==> src/hdl/bmp_pkg.sv <==
`default_nettype none
package bmp_pkg;

  localparam int ROW_W = 64;
  localparam int IDX_W = 6;
  localparam int CNT_W = 7;

  typedef enum logic [1:0] {
    KIND_LOAD_A  = 2'd0,
    KIND_LOAD_B  = 2'd1,
    KIND_COMPUTE = 2'd2
  } kind_t;

  localparam logic REG_ROWS_USED  = 1'b0;
  localparam logic REG_INNER_USED = 1'b1;

  typedef enum logic [1:0] {
    S_IDLE,
    S_AROW,
    S_WALK,
    S_DONE
  } seq_state_t;

  typedef struct packed {
    logic             clear;
    logic             load_arow;
    logic             step;
    logic [IDX_W-1:0] sel;
  } acc_ctrl_t;

  function automatic logic [CNT_W-1:0] clamp_count(input logic [CNT_W-1:0] v,
                                                    input logic [CNT_W-1:0] lim);
    return (v > lim) ? lim : v;
  endfunction

  function automatic logic [ROW_W-1:0] low_mask(input logic [CNT_W-1:0] n);
    logic [ROW_W-1:0] m;
    for (int j = 0; j < ROW_W; j++) begin
      m[j] = (CNT_W'(j) < n);
    end
    return m;
  endfunction

endpackage
`default_nettype wire

==> src/hdl/bmp_acc.sv <==
`default_nettype none
module bmp_acc #(
  parameter int SIZE = 64
) (
  input  wire logic                       clk,
  input  wire bmp_pkg::acc_ctrl_t         ctrl,
  input  wire logic [bmp_pkg::CNT_W-1:0]  rows_used,
  input  wire logic [bmp_pkg::ROW_W-1:0]  a_rdata,
  input  wire logic [bmp_pkg::ROW_W-1:0]  b_rdata,
  output logic      [bmp_pkg::ROW_W-1:0]  product_bits
);
  import bmp_pkg::*;

  localparam logic [CNT_W-1:0] SIZE_CNT = CNT_W'(SIZE);

  logic [ROW_W-1:0] arow_r, arow_nxt;
  logic [ROW_W-1:0] acc_r, acc_nxt;
  logic [ROW_W-1:0] mask_r, mask_nxt;

  always_comb begin
    arow_nxt = arow_r;
    acc_nxt  = acc_r;
    mask_nxt = mask_r;
    if (ctrl.clear) begin
      acc_nxt  = '0;
      mask_nxt = low_mask(clamp_count(rows_used, SIZE_CNT));
    end
    if (ctrl.load_arow) begin
      arow_nxt = a_rdata;
    end
    if (ctrl.step && arow_r[ctrl.sel]) begin
      acc_nxt = acc_r | b_rdata;
    end
  end

  always_ff @(posedge clk) begin
    arow_r <= arow_nxt;
    acc_r  <= acc_nxt;
    mask_r <= mask_nxt;
  end

  assign product_bits = acc_r & mask_r;

endmodule
`default_nettype wire

==> config.mk <==
export PLATFORM = sky130hd
export DESIGN_NAME = bmp_acc
export DESIGN_NICKNAME = d
export VERILOG_FILES = /design/src/hdl/bmp_pkg.sv /design/src/hdl/bmp_acc.sv
export SDC_FILE = /design/constraint.sdc
export NUM_CORES = 1
export LEC_CHECK = 0
export BUFFER_PORTS_ARGS = -buffer_cell sky130_fd_sc_hd__buf_2
export CAP_MARGIN = 20
export CORE_ASPECT_RATIO = 0.9
export CORE_UTILIZATION = 30
export CTS_BUF_LIST = sky130_fd_sc_hd__clkbuf_2 sky130_fd_sc_hd__clkbuf_4 sky130_fd_sc_hd__clkbuf_8
export DETAILED_ROUTE_END_ITERATION = 10
export HOLD_SLACK_MARGIN = 0.05
export PLACE_DENSITY = 0.56
export REMOVE_ABC_BUFFERS = 1
export SLEW_MARGIN = 20
export SYNTH_ARGS = -nofsm -noshare
export SYNTH_HDL_FRONTEND = slang
export SYNTH_SLANG_ARGS = --single-unit
==> constraint.sdc <==
create_clock -name clk -period 10.58 [get_ports clk]
set_input_delay 1.058 -clock clk [delete_from_list [all_inputs] [get_ports clk]]
set_output_delay 1.058 -clock clk [all_outputs]
set_load 0.01 [all_outputs]
==> flow_summary.json, run 1 <==
{
  "outcome": "finished clean",
  "crit_type": "in -> reg",
  "synthCells": 561,
  "synth_area_um2": 7920,
  "ys_ff_latch": 192,
  "drive_gt1_frac": 0.336,
  "cp-end-kind": "register",
  "syn_avg_cell_area_um2": 14.1,
  "port_buffers": 208,
  "clock_sinks": 192,
  "worst-r2r-cell-count": 6,
  "r2r_start": "arow_r[0]$_DFFE_PP_",
  "track_usage": 0.146,
  "clockPowerShare": 0.300,
  "finalWirelength_mm": 19.2,
  "area_growth_pct": 22.3,
  "period_share": 0.365,
  "nFillCells": 2537,
  "reg2reg_to": "acc_r[2]$_SDFFCE_PN0P_",
  "synth_cell_type_count": 26,
  "grt_pass1_vias": 5143,
  "cp-startpoint": "ctrl[1]",
  "grt-ovfl-total": 0,
  "power.internal_mw": 1.19,
  "fin_tns_setup_ps": 0,
  "drt_pre_antenna_iters": 5,
  "critPathMaxFanout": 65,
  "crit_required_ps": 10590,
  "rsz0062_at_grt": "no",
  "fmaxAchievable_mhz": 259,
  "slew_headroom": 0.365,
  "core_um2": 26000,
  "cts_tree": "done",
  "synth-edff-count": 192,
  "yosys_warnings": 0,
  "cts_buffers": 17,
  "place_ws_ps": 6120,
  "setup_ws_ps": 6720,
  "swShare": 0.272,
  "htree_levels": 4,
  "root_buffer": "clkbuf_8",
  "grt_pass1_wl_mm": 29.6,
  "power_density_nw_per_um2": 169,
  "dp_hpwl_mm": 12.9,
  "antenna_found_initial": 3,
  "drc": 0,
  "dieArea_um2": 27100,
  "avgRoutedWirePerCell_um": 17.0,
  "irDropWorstVdd_mv": 0.0812,
  "drt_iter0_drc": 419,
  "place.gp.congestion": 0.813,
  "min_period_ps": 3860,
  "tightest_slew_ps": 951,
  "pwr-share-comb": 0.115,
  "report.final.slew_viol_count": 0,
  "via_count": 5105,
  "pin_count": 209,
  "leakage_nw": 3.89,
  "holdPathStages": 2,
  "hold_viol": 0,
  "die_w_um": 173,
  "fin_util": 0.373,
  "cap_violations": 0,
  "hold_class": "reg -> reg",
  "ys.flop_type": "edfxtp_1",
  "skew_ps": 37.7,
  "rows": 56,
  "r2r_slack_ps": 7330,
  "power_switching_uw": 445,
  "vias_per_cell": 4.53,
  "worst-endpoint-arrival_ps": 3870,
  "post-cts-setup-buffers": 0,
  "fin_nets": 911,
  "fin_cells": 1128,
  "cts_hold_buf": 0,
  "dp.cells": 1095,
  "grt_start_max_net_pins": 66,
  "start_util": 0.305,
  "die_h_um": 156,
  "clk_latency_ps": 490,
  "path_clk_slew_ps": 100,
  "cts_resized": 0,
  "p_seq_frac": 0.585,
  "setup_viol": 0,
  "ys_async_sr_fraction": 0,
  "ys_seq_area_frac": 0.728,
  "cp-endpoint": "acc_r[2]$_SDFFCE_PN0P_",
  "clk_path_buf_depth": 2,
  "startpoint_type": "primary input",
  "ant_nets": 0
}
[cell usage in the layout, fill, tap and decap left out]
cell type / Yosys / final
a21o_1: 10 / 10
a21oi_1: 4 / 4
a221oi_1: 2 / 2
a22oi_1: 3 / 2
a22oi_2: 0 / 1
and2_1: 65 / 65
buf_2: 3 / 208
buf_4: 2 / 3
clkbuf_4: 0 / 1
clkbuf_8: 0 / 17
clkinv_4: 0 / 1
clkinv_8: 0 / 3
clkinvlp_4: 0 / 1
diode_2: 0 / 1
edfxtp_1: 192 / 192
inv_1: 6 / 6
inv_6: 0 / 4
inv_8: 0 / 5
mux2i_1: 8 / 8
mux4_2: 16 / 16
nand2_1: 20 / 20
nand2b_1: 10 / 9
nand2b_4: 0 / 1
nand3_1: 3 / 3
nor2_1: 148 / 147
nor2_2: 0 / 1
nor2b_1: 5 / 5
nor3_1: 4 / 4
o211ai_1: 1 / 1
o21a_1: 1 / 1
o21ai_0: 23 / 23
o21bai_1: 10 / 10
o31ai_1: 4 / 4
o41ai_1: 1 / 1
[flip-flops by register name (all words and copies together), names as in the netlist]
| signal | flops |
|---|---|
| acc_r | 64 |
| mask_r | 64 |
| arow_r | 64 |
[per-stage QoR]
| stage | hold WS, ps | power, mW | cell area, um2 |
|---|---|---|---|
| after global routing | 597 | 1.71 | 9690 |
| after floorplan | 524 | 1.06 | 7770 |
| final | 572 | 1.64 | 9690 |
| after global placement | 537 | 1.16 | 9290 |
| after CTS | 571 | 1.66 | 9690 |
| after detailed placement | 548 | 1.17 | 9290 |
[cells by family (layout without fill, tap and decap cells)]
family | Yosys count | in the layout | share of synthesized area
mux | 24 | 24 | 0.0556
flops | 192 | 192 | 0.728
simple gates | 255 | 255 | 0.147
buf+inv | 31 | 249 | 0.0218
other cells | 0 | 1 | 0
compound gates | 59 | 59 | 0.0478
[power by group through the flow]
stage / Combinational (mW) / Sequential (mW) / Clock [mW]
floorplan: 0.0999 / 0.961 / 0
finish: 0.189 / 0.958 / 0.491
CTS: 0.192 / 0.960 / 0.504
global route: 0.211 / 0.968 / 0.531
detailed placement: 0.191 / 0.976 / 0
global placement: 0.189 / 0.976 / 0
[metal layers]
metal,global-route usage,vias up,wire [um]
met5,0,-,10
met4,0.0358,2,153
met3,0.0485,14,1670
met2,0.212,204,8210
met1,0.207,2468,9160
li1,-,2417,-
[critical path: stages]
cell and delay, ps:
buf_2 360, mux4_2 560, mux2i_1 170, a22oi_1 120, a22oi_2 220, buf_4 610, nand2b_4 650
[worst min-delay path by stage]
stage	endpoint	from	slack, ps
after floorplan	acc_r[0]$_SDFFCE_PN0P_	acc_r[0]$_SDFFCE_PN0P_	520
after global placement	acc_r[35]$_SDFFCE_PN0P_	acc_r[35]$_SDFFCE_PN0P_	540
after detailed placement	acc_r[35]$_SDFFCE_PN0P_	acc_r[35]$_SDFFCE_PN0P_	550
after CTS	acc_r[35]$_SDFFCE_PN0P_	acc_r[35]$_SDFFCE_PN0P_	570
after global routing	acc_r[49]$_SDFFCE_PN0P_	acc_r[49]$_SDFFCE_PN0P_	600
final	acc_r[40]$_SDFFCE_PN0P_	acc_r[40]$_SDFFCE_PN0P_	570
[cell usage after synthesis, types with 6 or more instances]
master	instances	area share
nand2b_1	10	0.0079
nand2_1	20	0.0095
o21ai_0	23	0.015
o21bai_1	10	0.0095
mux4_2	16	0.045
mux2i_1	8	0.010
edfxtp_1	192	0.73
and2_1	65	0.051
clkbuf_1	13	0.0062
nor2_1	148	0.070
inv_1	6	0.0028
buf_6	6	0.0085
a21o_1	10	0.0095
[final cells by class]
cell class	count	area, um2	share of cell area
clock buffers	18	241	0.0249
inverters	6	22.5	0.00232
diodes	1	2.50	0.000258
clock inverters	14	156	0.0161
multi-input cells	338	2000	0.207
well taps	348	435	0.0449
flip-flops and latches	192	5770	0.595
repair buffers	211	1060	0.110
Power figures use the tool's default switching activity.
==> run 2: changes to the inputs <==
Clock period 10.58 ns to 4 ns, I/O delays scaled along.
==> flow_summary.json, run 2 (synthesized netlist as in run 1, its figures left out) <==
{
  "finalWirelength_mm": 19.3,
  "place.gp.congestion": 0.779,
  "clock_sinks": 192,
  "holdCritStartpoint": "a_rdata[16]",
  "start_util": 0.305,
  "dieArea_um2": 27100,
  "vias_per_cell": 4.49,
  "clockPowerShare": 0.300,
  "cts_resized": 0,
  "place_ws_ps": 773,
  "worst-r2r-cell-count": 6,
  "pwr-share-comb": 0.117,
  "cap_violations": 0,
  "hold_class": "in -> reg",
  "r2r_slack_ps": 1330,
  "dp_hpwl_mm": 13.0,
  "drt-met1-wl_mm": 9.18,
  "skew_ps": 31.4,
  "nFillCells": 2564,
  "cts_hold_buf": 3,
  "leakage_nw": 3.94,
  "drt_pre_antenna_iters": 4,
  "grt_start_max_net_pins": 65,
  "startpoint_type": "register",
  "antenna_found_initial": 2,
  "drt_iter0_drc": 408,
  "met3_length_mm": 1.51,
  "worst-endpoint-arrival_ps": 2880,
  "outcome": "finished clean",
  "avgRoutedWirePerCell_um": 16.9,
  "r2r_start": "arow_r[18]$_DFFE_PP_",
  "post-cts-setup-buffers": 0,
  "ant_nets": 0,
  "track_usage": 0.147,
  "tightest_slew_ps": 933,
  "setup_ws_ps": 1330,
  "core_um2": 26000,
  "area_growth_pct": 23.6,
  "clk_path_buf_depth": 2,
  "period_share": 0.668,
  "min_period_ps": 2670,
  "cts_buffers": 17,
  "reg2reg_to": "acc_r[24]$_SDFFCE_PN0P_",
  "hold_viol": 0,
  "final_common_cell": "buf_2",
  "rows": 56,
  "swShare": 0.272,
  "fmaxAchievable_mhz": 374,
  "power_switching_mw": 1.18,
  "rsz0062_at_grt": "no",
  "critPathMaxFanout": 64,
  "setup_viol": 0,
  "cts_tree": "done",
  "hold_end": "arow_r[16]$_DFFE_PP_",
  "slew_headroom": 0.378,
  "p_seq_frac": 0.583,
  "fin_nets": 920,
  "met2_length_mm": 8.31,
  "port_buffers": 208,
  "drive_gt1_frac": 0.335,
  "irDropWorstVdd_mv": 0.237,
  "via_count": 5120,
  "die_w_um": 173,
  "final_cell_mix": "buf_2, edfxtp_1, nor2_1, and2_1, o21ai_0",
  "drc": 0,
  "highest_layer": "met5",
  "cp-end-kind": "register",
  "grt_pass1_wl_mm": 29.6,
  "path_clk_slew_ps": 100,
  "grt_pass1_vias": 5122,
  "root_buffer": "clkbuf_8",
  "grt-ovfl-total": 0,
  "largestRegisters": "acc_r x64, arow_r x64, mask_r x64",
  "placed_area_um2": 9300,
  "clk_latency_ps": 500,
  "crit_type": "reg -> reg",
  "power.internal_mw": 3.16,
  "die_h_um": 156,
  "power_density_nw_per_um2": 443,
  "report.final.slew_viol_count": 0,
  "holdPathStages": 1,
  "design_area_um2": 9790,
  "htree_levels": 4,
  "pin_count": 209,
  "crit_required_ps": 4210
}
-- run 2: cell count changes in the layout (fill, tap and decap cells not counted), sizes merged --
| cell | change |
|---|---|
| buf | +2 |
| clkinv | +1 |
| clkinvlp | -1 |
| diode | +4 |
| dlygate4sd3 | +7 |
-- run 2: final cells by class --
class / instances / area (um2) / area share
clock buffers: 18 / 241 / 0.0247
multi-input cells: 338 / 2000 / 0.204
inverters: 6 / 22.5 / 0.00230
repair buffers: 220 / 1150 / 0.118
well taps: 348 / 435 / 0.0445
diodes: 5 / 12.5 / 0.00128
clock inverters: 14 / 163 / 0.0166
flip-flops and latches: 192 / 5770 / 0.589
-- run 2: worst max path at each step --
stage | cells after the start | from | endpoint | slack [ps]
floorplan | 5 | ctrl[0] | acc_r[0]$_SDFFCE_PN0P_ | -2410
global placement | 7 | ctrl[0] | acc_r[29]$_SDFFCE_PN0P_ | 820
detailed placement | 7 | ctrl[1] | acc_r[24]$_SDFFCE_PN0P_ | 770
CTS | 6 | arow_r[18]$_DFFE_PP_ | acc_r[24]$_SDFFCE_PN0P_ | 1310
global route | 7 | ctrl[1] | acc_r[45]$_SDFFCE_PN0P_ | 1130
finish | 6 | arow_r[18]$_DFFE_PP_ | acc_r[24]$_SDFFCE_PN0P_ | 1330
-- run 2: power groups by stage --
stage / Clock, mW / Combinational (mW) / Sequential, mW
after floorplan: 0 / 0.264 / 2.54
after global placement: 0 / 0.503 / 2.57
after CTS: 1.35 / 0.515 / 2.53
final: 1.30 / 0.509 / 2.53
after global routing: 1.42 / 0.570 / 2.56
after detailed placement: 0 / 0.511 / 2.58
-- run 2: per-layer routing --
layer | track usage | vias to the layer above
met1 | 0.208 | 2456
li1 | - | 2447
met2 | 0.211 | 196
met5 | 0 | -
met4 | 0.0510 | 2
met3 | 0.0487 | 19
-- run 2: worst max-delay path: stages, from the launching register on --
cell and delay [ps]:
edfxtp_1 390, mux4_2 480, mux2i_1 270, a221oi_1 140, a22oi_2 330, buf_4 640
nor2_1 110
-- run 2: stage by stage --
| step | instances | total power, mW | util | TNS, ps | hold WS (ps) |
|---|---|---|---|---|---|
| final | 1141 | 4.34 | 0.377 | 0 | 93.6 |
| after global routing | 1136 | 4.55 | 0.376 | 0 | 51.8 |
| after CTS | 1132 | 4.40 | 0.375 | 0 | 51.2 |
| after detailed placement | 1097 | 3.09 | 0.358 | 0 | 546 |
| after global placement | 1097 | 3.08 | 0.358 | 0 | 534 |
| after floorplan | 536 | 2.81 | - | -154220 | 499 |
==> run 3: changes to the inputs <==
Settings changed: PLACE_DENSITY 0.56 to 0.58.
Clock period 4 ns to 2.3 ns, I/O delays scaled along.
==> flow_summary.json, run 3 (synthesized netlist as in run 1, its figures left out) <==
{
  "outcome": "finished clean",
  "place_ws_ps": -145,
  "core_um2": 26000,
  "crit_required_ps": 2540,
  "via_count": 5652,
  "leakage_nw": 4.55,
  "tightest_slew_ps": 498,
  "cp_top_family": "multiplexers",
  "finalPower_mw": 7.77,
  "setup_ws_ps": 18.8,
  "worst-r2r-cell-count": 7,
  "report.final.slew_viol_count": 0,
  "clk_path_buf_depth": 2,
  "crit_buf_inv": 2,
  "crit_type": "reg -> reg",
  "vias_per_cell": 4.44,
  "setup_viol": 0,
  "ant_nets": 0,
  "pwr-share-comb": 0.146,
  "die_h_um": 156,
  "final_cell_mix": "buf_2, edfxtp_1, nor2_1, dlygate4sd3_1, and2_1",
  "worst-endpoint-arrival_ps": 2520,
  "antenna_found_initial": 2,
  "dp.cells": 1112,
  "grt_start_max_net_pins": 65,
  "startpoint_type": "register",
  "power.internal_mw": 5.67,
  "drc": 0,
  "drive_gt1_frac": 0.303,
  "hold_class": "in -> reg",
  "busiest_layer": "met2",
  "p_seq_frac": 0.567,
  "antennaDiodeCount": 0,
  "area_growth_pct": 41.5,
  "power_switching_mw": 2.11,
  "clock_sinks": 192,
  "irDropWorstVdd_mv": 0.334,
  "cp_num_cells": 7,
  "min_period_ps": 2280,
  "final_common_cell": "buf_2",
  "placed_area_um2": 9520,
  "gr-usage-met2": 0.246,
  "dp_hpwl_mm": 13.8,
  "track_usage": 0.160,
  "grt_pass1_vias": 5659,
  "rows": 56,
  "cap_violations": 0,
  "holdCritStartpoint": "rows_used[0]",
  "grt_pass1_wl_mm": 32.6,
  "power_density_nw_per_um2": 693,
  "htree_levels": 4,
  "critPathMaxFanout": 32,
  "path_common_cell": "buf_12",
  "die_w_um": 173,
  "avgRoutedWirePerCell_um": 16.5,
  "holdPathStages": 2,
  "root_buffer": "clkbuf_8",
  "drt_iter0_drc": 441,
  "fin_cells": 1272,
  "period_share": 0.992,
  "start_util": 0.305,
  "cp_slowest_cell": "mux4_2",
  "fin_nets": 1057,
  "gr-usage-met3": 0.0434,
  "largestRegisters": "acc_r x64, arow_r x64, mask_r x64",
  "pin_count": 209,
  "r2r_slack_ps": 20,
  "rsz0062_at_grt": "yes",
  "skew_ps": 29.1,
  "cts_buffers": 17,
  "hold_end": "mask_r[32]$_DFFE_PP_",
  "reg2reg_to": "acc_r[33]$_SDFFCE_PN0P_",
  "grt-ovfl-total": 0,
  "design_area_um2": 11200,
  "hold_viol": 0,
  "cts_tree": "done",
  "clk_latency_ps": 490,
  "cpPeakStageDelay_ps": 500,
  "r2r_start": "arow_r[22]$_DFFE_PP_",
  "fmaxAchievable_mhz": 438,
  "holdWs_ps": 137,
  "clockPowerShare": 0.287,
  "crit_chain": "mux4_2, mux2i_2, a221oi_1, a22oi_2, buf_12, nand2b_4, buf_12",
  "place.gp.congestion": 0.787,
  "grtUsageMet1": 0.223,
  "slew_headroom": 0.666,
  "port_buffers": 208,
  "finalWirelength_mm": 21.0,
  "dieArea_um2": 27100,
  "path_clk_slew_ps": 120,
  "drt_pre_antenna_iters": 5,
  "swShare": 0.271,
  "cp-end-kind": "register"
}
-- run 3: worst max path at each step --
stage | from | end | slack (ps)
2_1_floorplan | arow_r[31]$_DFFE_PP_ | acc_r[0]$_SDFFCE_PN0P_ | -4030
6_report | arow_r[22]$_DFFE_PP_ | acc_r[33]$_SDFFCE_PN0P_ | 20
5_1_grt | arow_r[22]$_DFFE_PP_ | acc_r[34]$_SDFFCE_PN0P_ | -20
4_1_cts | arow_r[22]$_DFFE_PP_ | acc_r[16]$_SDFFCE_PN0P_ | 40
3_3_place_gp | ctrl[1] | acc_r[14]$_SDFFCE_PN0P_ | -110
3_5_place_dp | ctrl[1] | acc_r[60]$_SDFFCE_PN0P_ | -150
-- run 3: worst register-to-register path: stages (launching register included) --
cell	delay, ps
edfxtp_1	430
mux4_2	500
mux2i_2	190
a221oi_1	110
a22oi_2	350
buf_12	170
nand2b_4	90
buf_12	190
-- run 3: layout make-up --
type                            count  area (um2)
Fill cell                        2425       14800
Sequential cell                   192        5770
Timing Repair Buffer              357        2580
Multi-Input combinational cell    338        2010
Tap cell                          348         435
Clock buffer                       17         234
Clock inverter                     14         163
Inverter                            6        22.5
-- run 3: power groups by stage --
stage / clock [mW] / sequential (mW) / combinational (mW)
after global routing: 2.43 / 4.45 / 1.25
after floorplan: 0 / 4.42 / 0.459
after global placement: 0 / 4.48 / 0.939
final: 2.23 / 4.41 / 1.13
after CTS: 2.31 / 4.41 / 1.14
after detailed placement: 0 / 4.48 / 0.955
-- run 3: through the flow --
| stage | utilization | setup TNS, ps |
|---|---|---|
| final | 0.431 | 0 |
| after CTS | 0.431 | 0 |
| after global placement | 0.366 | -10100 |
| after floorplan | - | -361460 |
| after global routing | 0.431 | -819 |
| after detailed placement | 0.366 | -15020 |
-- run 3: timing repair --
action	CTS	global route
endpoints found under the hold margin	129	0
endpoints found under the setup margin	0	83
setup buffers	0	0
hold buffers	129	0
gates resized for setup	0	2
-- run 3: per-layer routing --
| layer | part of all wire | vias to the layer above |
|---|---|---|
| li1 | - | 2714 |
| met1 | 0.47 | 2662 |
| met2 | 0.45 | 246 |
| met3 | 0.075 | 26 |
| met4 | 0.0091 | 4 |
| met5 | 0.0011 | - |
