==> config.mk <==
export PLATFORM = sky130hd
export DESIGN_NAME = bmp_seq
export DESIGN_NICKNAME = d
export VERILOG_FILES = /design/src/hdl/bmp_pkg.sv /design/src/hdl/bmp_seq.sv
export SDC_FILE = /design/constraint.sdc
export NUM_CORES = 1
export LEC_CHECK = 0
export ABC_AREA = 0
export BUFFER_PORTS_ARGS = -buffer_cell sky130_fd_sc_hd__buf_2
export CORE_MARGIN = 4
export CORE_UTILIZATION = 54
export DETAILED_ROUTE_END_ITERATION = 8
export PLACE_DENSITY = 0.9
export SETUP_SLACK_MARGIN = 0.2
export SLEW_MARGIN = 40
export SYNTH_ARGS = -nofsm -noshare
export SYNTH_HDL_FRONTEND = slang
export SYNTH_SLANG_ARGS = --single-unit
==> constraint.sdc <==
create_clock -name clk -period 4.8 [get_ports clk]
set_input_delay 0.48 -clock clk [delete_from_list [all_inputs] [get_ports clk]]
set_output_delay 0.48 -clock clk [all_outputs]
set_load 0.05 [all_outputs]
==> src/hdl/bmp_pkg.sv <==
`default_nettype none
package bmp_pkg;

  localparam int ROW_W = 64;
  localparam int IDX_W = 6;
  localparam int CNT_W = 7;

  typedef enum logic [1:0] {
    KIND_LOAD_A  = 2'd0,
    KIND_LOAD_B  = 2'd1,
    KIND_COMPUTE = 2'd2
  } kind_t;

  localparam logic REG_ROWS_USED  = 1'b0;
  localparam logic REG_INNER_USED = 1'b1;

  typedef enum logic [1:0] {
    S_IDLE,
    S_AROW,
    S_WALK,
    S_DONE
  } seq_state_t;

  typedef struct packed {
    logic             clear;
    logic             load_arow;
    logic             step;
    logic [IDX_W-1:0] sel;
  } acc_ctrl_t;

  function automatic logic [CNT_W-1:0] clamp_count(input logic [CNT_W-1:0] v,
                                                    input logic [CNT_W-1:0] lim);
    return (v > lim) ? lim : v;
  endfunction

  function automatic logic [ROW_W-1:0] low_mask(input logic [CNT_W-1:0] n);
    logic [ROW_W-1:0] m;
    for (int j = 0; j < ROW_W; j++) begin
      m[j] = (CNT_W'(j) < n);
    end
    return m;
  endfunction

endpackage
`default_nettype wire

==> src/hdl/bmp_seq.sv <==
`default_nettype none
module bmp_seq #(
  parameter int SIZE = 64
) (
  input  wire logic                       clk,
  input  wire logic                       rst_n,
  input  wire logic                       start,
  input  wire logic [1:0]                 in_kind,
  input  wire logic [bmp_pkg::IDX_W-1:0]  in_index,
  input  wire logic [bmp_pkg::CNT_W-1:0]  inner_used,
  output logic                            busy,
  output logic                            out_valid,
  output logic [bmp_pkg::IDX_W-1:0]       out_result_row,
  output logic [$clog2(SIZE)-1:0]         b_raddr,
  output bmp_pkg::acc_ctrl_t              ctrl
);
  import bmp_pkg::*;

  localparam int AW = $clog2(SIZE);
  localparam logic [CNT_W-1:0] SIZE_CNT = CNT_W'(SIZE);

  seq_state_t       state_r, state_nxt;
  logic [AW-1:0]    cnt_r, cnt_nxt;
  logic [CNT_W-1:0] inner_r, inner_nxt;
  logic [IDX_W-1:0] idx_r, idx_nxt;
  logic [CNT_W-1:0] inner_clamp;
  logic             accept_cmp;
  logic             last;

  assign inner_clamp = clamp_count(inner_used, SIZE_CNT);
  assign accept_cmp  = start && (state_r == S_IDLE) && (in_kind == KIND_COMPUTE);
  assign last        = ((CNT_W'(cnt_r) + CNT_W'(1)) == inner_r);

  always_comb begin
    state_nxt      = state_r;
    cnt_nxt        = cnt_r;
    inner_nxt      = inner_r;
    idx_nxt        = idx_r;
    b_raddr        = '0;
    ctrl.clear     = 1'b0;
    ctrl.load_arow = 1'b0;
    ctrl.step      = 1'b0;
    ctrl.sel       = IDX_W'(cnt_r);
    busy           = (state_r != S_IDLE);
    out_valid      = 1'b0;
    case (state_r)
      S_IDLE: begin
        if (accept_cmp) begin
          ctrl.clear = 1'b1;
          idx_nxt    = in_index;
          inner_nxt  = inner_clamp;
          if ((CNT_W'(in_index) < SIZE_CNT) && (inner_clamp != '0)) begin
            state_nxt = S_AROW;
          end else begin
            state_nxt = S_DONE;
          end
        end
      end
      S_AROW: begin
        ctrl.load_arow = 1'b1;
        b_raddr        = '0;
        cnt_nxt        = '0;
        state_nxt      = S_WALK;
      end
      S_WALK: begin
        ctrl.step = 1'b1;
        b_raddr   = cnt_r + AW'(1);
        if (last) begin
          state_nxt = S_DONE;
        end else begin
          cnt_nxt = cnt_r + AW'(1);
        end
      end
      S_DONE: begin
        out_valid = 1'b1;
        state_nxt = S_IDLE;
      end
      default: begin
        state_nxt = S_IDLE;
      end
    endcase
  end

  always_ff @(posedge clk) begin
    if (!rst_n) begin
      state_r <= S_IDLE;
      cnt_r   <= '0;
    end else begin
      state_r <= state_nxt;
      cnt_r   <= cnt_nxt;
    end
    inner_r <= inner_nxt;
    idx_r   <= idx_nxt;
  end

  assign out_result_row = idx_r;

`ifndef ASSERT_OFF
  a_strobe_single: assert property (@(posedge clk) disable iff (!rst_n)
    out_valid |=> !out_valid)
    else $error("result strobe longer than one cycle");

  a_busy_ends_on_result: assert property (@(posedge clk) disable iff (!rst_n)
    $fell(busy) |-> $past(out_valid))
    else $error("busy dropped without a result");

  a_walk_in_range: assert property (@(posedge clk) disable iff (!rst_n)
    (state_r == S_WALK) |-> ((CNT_W'(cnt_r) < inner_r) && (inner_r <= SIZE_CNT)))
    else $error("inner walk past inner size");

  a_compute_starts: assert property (@(posedge clk) disable iff (!rst_n)
    accept_cmp |=> busy)
    else $error("compute transfer did not start work");
`endif

endmodule
`default_nettype wire

==> flow_summary_export.csv, run 1 <==
group,metric,value,unit
finish,antenna_cells,0,
sta,fin_setup_tns,0,ns
sta,setup_viol,0,
setup_path,reg2reg_from,"cnt_r[0]",
sta,slew_viol_final,0,
placed_design,portBuffers,40,
clock_tree,cts_num_sinks,21,
sta,post-route-period-util,51.15,%
finish,final_cell_mix,"40 x buf_2, 13 x nand3_1, 13 x edfxtp_1, 8 x dfxtp_1, 7 x nor2_1",
global_route,antenna_found_initial,0,
hold_path,hold_path_depth,1,
outcome,outcome,"complete, no violations",
clock_tree,clock_latency,0.32,ns
sta,holdWs,0.3335,ns
pwr,power_density,322.7,nW/um2
sta,max-slew-margin-rel,60.45,%
floorplan,core-area,2276,um2
floorplan,pin_count,41,
placed_design,preCtsSetupSlack,2.566,ns
synth,yosys_register_bits,21,
setup_path,crit_buf_inv,1,
finish,n_fill_cell,184,
hold_path,hold_end,"out_result_row[5]",
flow_run,max-cap-violations,0,
floorplan,die_area,3294,um2
route,first_pass_iters,4,
synth,synth_warnings,0,
synth,syn-instance-count,134,
floorplan,num_rows,17,
setup_path,worstRegToRegCells,6,
sta,max_freq,407.3,MHz
global_route,grt_pass1_wl,5071,um
global_route,grt_pass1_vias,1130,
synth,synthTopCellsByArea,"edfxtp_1 30%, dfxtp_1 12%, nand3_1 4.9%",
synth,synth_cell_types,36,
clock_tree,cts_tree,"done",
setup_path,slowest_stage,"dfxtp_1",
global_route,grt.total_usage,19.63,%
sta,hold_violations,0,
clock_tree,h-tree-depth,1,
sta,clock_skew,0.007839,ns
route,drt_iter0_markers,42,
route,routedWlPerCell,15.36,um
synth,synth_top_area_share,29.63,%
route,via_per_inst,5.883,
sta,tightest_slew,0.5932,ns
synth,avgSynthCellArea,9.832,um2
synth,synth_area,1318,um2
finish,final_util,66.14,%
clock_tree,ctsResizeCount,0,
route,vias,1153,
placed_design,dp.cells,192,
setup_path,max_stage_delay,0.50,ns
placed_design,place.gp.congestion,0.8421,
setup_path,cp_max_fo,8,
clock_tree,clockBufferDepth,2,
route,ant_nets,0,
synth,synth_fp_nets,157,
synth,ys_seq_area_share,41.79,%
setup_path,crit_family,"flip-flops",
route,routed_wirelength,3010,um
clock_tree,postCtsHoldBufs,0,
setup_path,crit_type,"reg2out",
synth,yosysTopAreaCell,"edfxtp_1",
finish,final_common_cell,"buf_2",
setup_path,r2r-end,"cnt_r[5]",
floorplan,die_h,57.40,um
finish,layout-drive-gt1-share,27.98,%
finish,synthToLayoutAreaGrowth,14.24,%
clock_tree,root_buffer,"clkbuf_4",
hold_path,worstHoldStart,"in_index[5]",
pwr,irDropWorstVdd,0.2487,mV
global_route,grt_max_degree,17,
sta,worst_slack,2.345,ns
global_route,grt_overflow,0,
clock_tree,cts_buffers,3,
setup_path,cp.required,4.32,ns
setup_path,startpoint_type,"flop",
clock_tree,cts_setup_buffers,0,
hold_path,hold_class,"in2reg",
placed_design,dpl.hpwl,2319,um
setup_path,startpoint,"cnt_r[0]",
setup_path,r2r_slack,2.52,ns
sta,post-route-min-period,2.455,ns
finish,nets,192,
floorplan,initial_utilization,57.89,%
clock_tree,clkSlewWorstSetupHoldPaths,0.12,ns
route,drc,0,
floorplan,fp.dieW,57.40,um
finish,stdcell_count,196,
setup_path,path_cells,"ha_1 -> nand3_1 -> xor2_1 -> nor2_1 -> buf_2",
setup_path,cp_data_arrival_time,1.98,ns
setup_path,crit_path_end_kind,"primary output",
pwr,p_leak,0.0006321,uW
sta,rsz0062_at_grt,"no",
synthesized netlist by cell type:
cell,number
a211oi_1,3
a21o_1,1
a21oi_1,2
a31oi_1,1
a32oi_1,3
and2_1,4
and2_4,1
and3_1,6
and3b_1,1
and4_1,2
buf_4,2
buf_6,4
clkbuf_1,4
dfxtp_1,8
edfxtp_1,13
ha_1,5
inv_1,5
nand2_1,6
nand2b_1,1
nand3_1,13
nand4b_1,2
nor2_1,7
nor2b_1,6
nor3_1,4
nor4_1,1
o211a_2,1
o211ai_1,6
o21ai_0,1
o22ai_1,1
o31a_1,2
or2_0,1
or3_1,1
or4_1,4
xnor2_1,5
xnor2_2,1
xor2_1,6
stage by stage:
stage / instance area (um2) / power [uW]
2_1_floorplan: 1318 / 353.7
3_3_place_gp: 1478 / 390.5
3_5_place_dp: 1478 / 399.7
4_1_cts: 1505 / 486.3
5_1_grt: 1505 / 513.3
6_report: 1505 / 485.8
how the worst max path moves through the flow:
stage	endpoint	slack [ns]	cells after the start
after global routing	b_raddr[4]	2.24	5
final	b_raddr[4]	2.34	5
after floorplan	b_raddr[4]	2.29	5
after global placement	ctrl[8]	2.66	4
after CTS	b_raddr[4]	2.37	5
after detailed placement	ctrl[8]	2.57	4
final cells by class:
cell class | count | area, um2 | share of cell area, %
tap | 28 | 35.03 | 2.328
sequential | 21 | 550.5 | 36.58
timing repair buffer | 40 | 200.2 | 13.30
clock inverter | 1 | 5.005 | 0.3325
multi-input combinational | 98 | 673.1 | 44.72
inverter | 5 | 18.77 | 1.247
clock buffer | 3 | 22.52 | 1.496
registers in the layout, summed over array words and instances, names as in the netlist:
name / count
cnt_r: 6
out_result_row: 6
state_r: 2
inner_r: 7
cells by family after synthesis:
kind of cell	after synthesis	synth area share [%]
and+or+nand+nor	60	25.93
AOI/OAI and AO/OA	21	11.87
DFF	21	41.78
buffers and inverters	15	7.122
xor gates and xnor gates	12	8.547
adders and majority gates	5	4.748
power by group:
part,internal [uW],switching [uW]
sequential,207,12.3
combinational,45.8,131
clock,31.2,57.9
total,284,201
routing by layer:
metal	part of all wire (%)	track usage, %
met5	0	0
met4	2.3	7.947
met1	42	24.96
met3	7.2	3.846
met2	49	32.42
worst register-to-register path: cells and delay by family (launching register included):
family	cells	cell delay, ns
AO/OA/AOI/OAI	2	0.42
flip-flops	1	0.50
adder cells (fa/ha/maj)	1	0.37
AND/OR/NAND/NOR	3	0.88
(Power assumes the default switching activity.)
==> inputs of run 2 (changes only) <==
CORE_UTILIZATION = 45   (was 54)
PLACE_DENSITY = 0.8   (was 0.9)
clock period = 2.1 ns   (was 4.8 ns; I/O delays follow)
==> run 2 against run 1 <==
- first-iteration DRC count is 4.8% higher
- combinational power increased to 2.6 times the previous value
- setup slack worse by 2.1 ns
- critical path depth increased by 1
- cell area is 9.8% higher
- routed wire length grew 4.1%
- worst hold slack got worse by 0.27 ns
- sequential share of layout area down 2.1 points
- die area rose by 17%
- clock-buffer cell count is the same
- critical endpoint is now cnt_r[4]
==> flow_summary_export.csv, run 2 (synthesized netlist as in run 1, its figures left out) <==
group,metric,value,unit
route,drc,0,
setup_path,crit_path_end_kind,"flop",
floorplan,core-area,2781,um2
finish,final_common_cell,"buf_2",
pwr,p_leak,0.0006611,uW
clock_tree,root_buffer,"clkbuf_4",
flow_run,max-cap-violations,0,
clock_tree,clock_latency,0.31,ns
floorplan,fp.dieW,62.11,um
clock_tree,h-tree-depth,1,
placed_design,portBuffers,40,
finish,synthToLayoutAreaGrowth,25.45,%
setup_path,startpoint_type,"flop",
route,ant_nets,0,
clock_tree,clkSlewWorstSetupHoldPaths,0.13,ns
clock_tree,cts_num_sinks,21,
global_route,antenna_found_initial,0,
sta,max_freq,549.0,MHz
clock_tree,cts_tree,"done",
setup_path,r2r_slack,0.28,ns
placed_design,place.gp.congestion,0.8659,
sta,rsz0062_at_grt,"yes",
pwr,total_power,1170,uW
clock_tree,postCtsHoldBufs,0,
placed_design,dpl.hpwl,2331,um
pwr,irDropWorstVdd,0.8513,mV
finish,regMostFlops,"inner_r",
finish,largest_reg_flops,7,
hold_path,hold_class,"in2reg",
finish,finalInstanceArea,1653,um2
route,routed_wirelength,3132,um
floorplan,die_h,62.11,um
route,drt_iter0_markers,44,
sta,hold_violations,0,
floorplan,die_area,3858,um2
route,vias,1209,
setup_path,path_cells,"ha_4 -> xor2_1 -> a211oi_2 -> and4_4 -> and2_4 -> o211ai_1",
placed_design,dpl_cell_area,1533,um2
floorplan,num_rows,19,
outcome,outcome,"complete, no violations",
setup_path,max_stage_delay,0.44,ns
setup_path,cp_max_fo,8,
finish,final_cell_mix,"35 x buf_2, 13 x edfxtp_1, 12 x nand3_1, 8 x buf_4",
route,routedWlPerCell,15.35,um
sta,tightest_slew,0.4420,ns
clock_tree,cts_buffers,3,
finish,antenna_cells,0,
finish,layout-drive-gt1-share,39.88,%
sta,holdWs,0.06779,ns
sta,slew_viol_final,0,
setup_path,slowest_stage,"dfxtp_4",
sta,fin_setup_tns,0,ns
global_route,grt_max_degree,17,
sta,clock_skew,0.002256,ns
floorplan,pin_count,41,
clock_tree,clockBufferDepth,2,
global_route,grt_overflow,0,
hold_path,hold_path_depth,1,
route,via_per_inst,5.926,
sta,max-slew-margin-rel,70.42,%
global_route,grt_pass1_wl,5161,um
sta,post-route-period-util,86.74,%
sta,setup_viol,0,
global_route,grt_pass1_vias,1195,
setup_path,cp_data_arrival_time,2.02,ns
setup_path,crit_type,"reg2reg",
floorplan,initial_utilization,47.37,%
finish,nets,197,
global_route,grt.total_usage,16.15,%
pwr,power_density,708.0,nW/um2
route,first_pass_iters,4,
setup_path,cp.required,2.30,ns
sta,post-route-min-period,1.822,ns
setup_path,worstRegToRegCells,6,
## run 2: cell types whose count changed in the layout (fill, tap and decap cells not counted), moves of 2 or more
cell        before  now
buf_4            0    8
clkinvlp_4       0    2
dfxtp_1          8    3
nor2_2           0    4
nor2_1           7    2
ha_4             0    2
ha_1             5    3
buf_2           40   35
dfxtp_4          0    5
## run 2: what timing repair did
item / CTS / global route
pin swaps: 0 / 1
buffers inserted: 1 / 2
gates resized for setup: 7 / 11
endpoints found under the setup margin: 12 / 13
gates cloned: 0 / 0
## run 2: worst max-delay path: cells and delay by family (launching register included)
| family | cells | cell delay, ns |
|---|---|---|
| xor gates and xnor gates | 1 | 0.16 |
| and+or+nand+nor | 2 | 0.52 |
| DFF | 1 | 0.44 |
| AOI/OAI and AO/OA | 2 | 0.36 |
| adders and majority gates | 1 | 0.22 |
## run 2: cell type report
| class | instances | area (um2) |
|---|---|---|
| fillers | 250 | 1129 |
| clock inverters | 1 | 7.507 |
| inverters | 5 | 22.52 |
| well taps | 31 | 38.79 |
| clock buffers | 3 | 22.52 |
| flip-flops and latches | 21 | 569.3 |
| multi-input cells | 98 | 729.5 |
| repair buffers | 45 | 262.8 |
## run 2: layer usage
layer  up-vias  track usage [%]  routed length (um)
met5         -                0                   0
met4         0            7.317                  58
met3         6            4.685                 303
met2        80            27.33                1520
met1       554            18.61                1250
li1        569                -                   -
## run 2: metrics by stage
| stage | worst slack, ns | utilization (%) | instances |
|---|---|---|---|
| after global placement | 0.2094 | 55.11 | 197 |
| after CTS | 0.1745 | 57.76 | 202 |
| final | 0.2784 | 59.42 | 204 |
| after floorplan | 0.1030 | - | 134 |
| after global routing | 0.1796 | 59.42 | 204 |
| after detailed placement | 0.06144 | 55.11 | 197 |
## run 2: power breakdown
| part | internal [uW] | switching [uW] |
|---|---|---|
| clock | 72.5 | 134 |
| sequential | 470 | 31.2 |
| combinational | 142 | 321 |
## run 2: worst paths after layout
| kind | start | to |
|---|---|---|
| worst max register to register | cnt_r[0] | cnt_r[4] |
| worst max-delay path | cnt_r[0] | cnt_r[4] |
| worst min register to register | cnt_r[1] | cnt_r[1] |
| worst min-delay path | in_index[2] | out_result_row[2] |
==> inputs of run 3 (changes only) <==
CELL_PAD_IN_SITES_DETAIL_PLACEMENT = 0   (was not set)
CELL_PAD_IN_SITES_GLOBAL_PLACEMENT = 1   (was not set)
CORE_UTILIZATION = 34   (was 45)
PLACE_DENSITY = 0.81   (was 0.8)
==> run 3 against run 2 <==
- combinational power decreased by 3%
- critical endpoint is now state_r[0]
- setup slack gained 0.015 ns
- fmax increased by 0.80%
- critical path depth did not move
- die area up 28%
- routed wire length is 2.2% higher
- sequential power grew 1%
- global-route usage down 3.4 points
- largest cell class unchanged
- cell count up 9.3%
- clock skew increased by 0.0015 ns
- first-iteration DRC count increased to 3.6 times the previous value
==> flow_summary_export.csv, run 3 (synthesized netlist as in run 1, its figures left out) <==
group,metric,value,unit
global_route,grt.total_usage,12.71,%
setup_path,cp.required,2.26,ns
finish,final_cell_mix,"36 x buf_2, 13 x edfxtp_1, 12 x nand3_1, 11 x buf_4",
clock_tree,clockBufferDepth,2,
finish,synthToLayoutAreaGrowth,27.92,%
pwr,p_leak,0.0006718,uW
sta,rsz0062_at_grt,"no",
finish,n_fill_cell,376,
finish,finalInstanceArea,1685,um2
global_route,grt_overflow,0,
sta,slew_viol_final,0,
floorplan,die_area,4935,um2
route,ant_nets,0,
sta,worst_slack,0.2929,ns
route,routed_wirelength,3201,um
setup_path,slowest_stage,"dfxtp_4",
finish,largest_reg_flops,7,
pwr,power_density,731.4,nW/um2
global_route,grt_pass1_wl,5175,um
clock_tree,h-tree-depth,1,
placed_design,preCtsSetupSlack,0.1837,ns
route,first_pass_iters,4,
sta,post-route-min-period,1.807,ns
placed_design,dpl.hpwl,2433,um
clock_tree,cts_num_sinks,21,
placed_design,portBuffers,40,
sta,hold_violations,0,
setup_path,crit_buf_inv,0,
hold_path,hold_end,"out_result_row[0]",
sta,clock_skew,0.003790,ns
hold_path,worstHoldStart,"in_index[0]",
pwr,irDropWorstVdd,0.3346,mV
route,drt_iter0_markers,157,
route,routedWlPerCell,14.35,um
finish,regMostFlops,"inner_r",
clock_tree,clkSlewWorstSetupHoldPaths,0.08,ns
finish,antenna_cells,0,
setup_path,startpoint_type,"flop",
hold_path,hold_class,"in2reg",
floorplan,initial_utilization,35.45,%
setup_path,reg2reg_from,"cnt_r[0]",
global_route,antenna_found_initial,0,
setup_path,r2r_slack,0.29,ns
clock_tree,cts_buffers,3,
floorplan,pin_count,41,
floorplan,num_rows,22,
clock_tree,root_buffer,"clkbuf_8",
setup_path,worstRegToRegCells,6,
flow_run,max-cap-violations,0,
setup_path,r2r-end,"state_r[0]",
outcome,outcome,"complete, no violations",
hold_path,hold_path_depth,1,
setup_path,crit_type,"reg2reg",
finish,final_util,45.35,%
finish,nets,199,
sta,max_freq,553.4,MHz
sta,fin_setup_tns,0,ns
sta,tightest_slew,0.3945,ns
placed_design,dpl_cell_area,1562,um2
route,drc,0,
clock_tree,cts_tree,"done",
global_route,grt_pass1_vias,1154,
sta,max-slew-margin-rel,73.61,%
setup_path,cp_max_fo,8,
finish,final_common_cell,"buf_2",
sta,setup_viol,0,
floorplan,die_h,70.25,um
global_route,grt_max_degree,17,
floorplan,fp.dieW,70.25,um
finish,layout-drive-gt1-share,40.57,%
placed_design,place.gp.congestion,0.8715,
floorplan,core-area,3716,um2
setup_path,cp_data_arrival_time,1.97,ns
sta,post-route-period-util,86.05,%
setup_path,crit_path_end_kind,"flop",
clock_tree,clock_latency,0.27,ns
route,vias,1194,
setup_path,max_stage_delay,0.42,ns
setup_path,path_cells,"ha_4 -> nand2_1 -> or3_1 -> o211a_2 -> and2_4 -> o31a_1",
setup_path,crit_family,"simple AND/OR/NAND/NOR gates",
route,via_per_inst,5.354,
## run 3: what timing repair did
action	CTS	global route
resized for setup	7	5
hold buffers	0	0
setup buffers	2	2
endpoints found under the setup margin	8	12
## run 3: final cells by class
| type | instances | area [um2] | area share [%] |
|---|---|---|---|
| timing repair buffer | 47 | 262.8 | 15.59 |
| sequential | 21 | 561.8 | 33.33 |
| clock inverter | 1 | 7.507 | 0.4454 |
| tap | 48 | 60.06 | 3.563 |
| clock buffer | 3 | 41.29 | 2.450 |
| inverter | 5 | 22.52 | 1.336 |
| multi-input combinational | 98 | 729.5 | 43.28 |
## run 3: layer usage
metal	global-route usage [%]	routed length [um]	vias up
li1	-	-	570
met1	14.29	1311	572
met2	22.45	1669	47
met3	2.734	168	5
met4	6.170	53	0
met5	0	0	-
## run 3: how the worst max path moves through the flow
stage                     startpoint         end  slack, ns  cells past startpoint
final                       cnt_r[0]  state_r[0]       0.29                      6
after global routing      state_r[0]  b_raddr[5]       0.24                      6
after CTS                 state_r[0]     ctrl[8]       0.24                      4
after detailed placement    cnt_r[0]    cnt_r[4]       0.18                      6
after global placement      cnt_r[0]    cnt_r[2]       0.26                      6
after floorplan             cnt_r[0]  state_r[0]       0.10                      9
## run 3: power by group
group | leakage, uW | switching [uW] | total, uW | internal, uW
Clock | 0.0000217 | 142 | 276 | 134
Combinational | 0.000462 | 313 | 449 | 135
Sequential | 0.000188 | 34.5 | 508 | 473
## run 3: per-stage QoR
step	hold slack (ns)	power, uW	cells
2_1_floorplan	0.3089	818.5	134
3_3_place_gp	0.3874	917.2	215
3_5_place_dp	0.3883	927.4	215
4_1_cts	0.1099	1219	221
5_1_grt	0.1063	1284	223
6_report	0.1120	1233	223
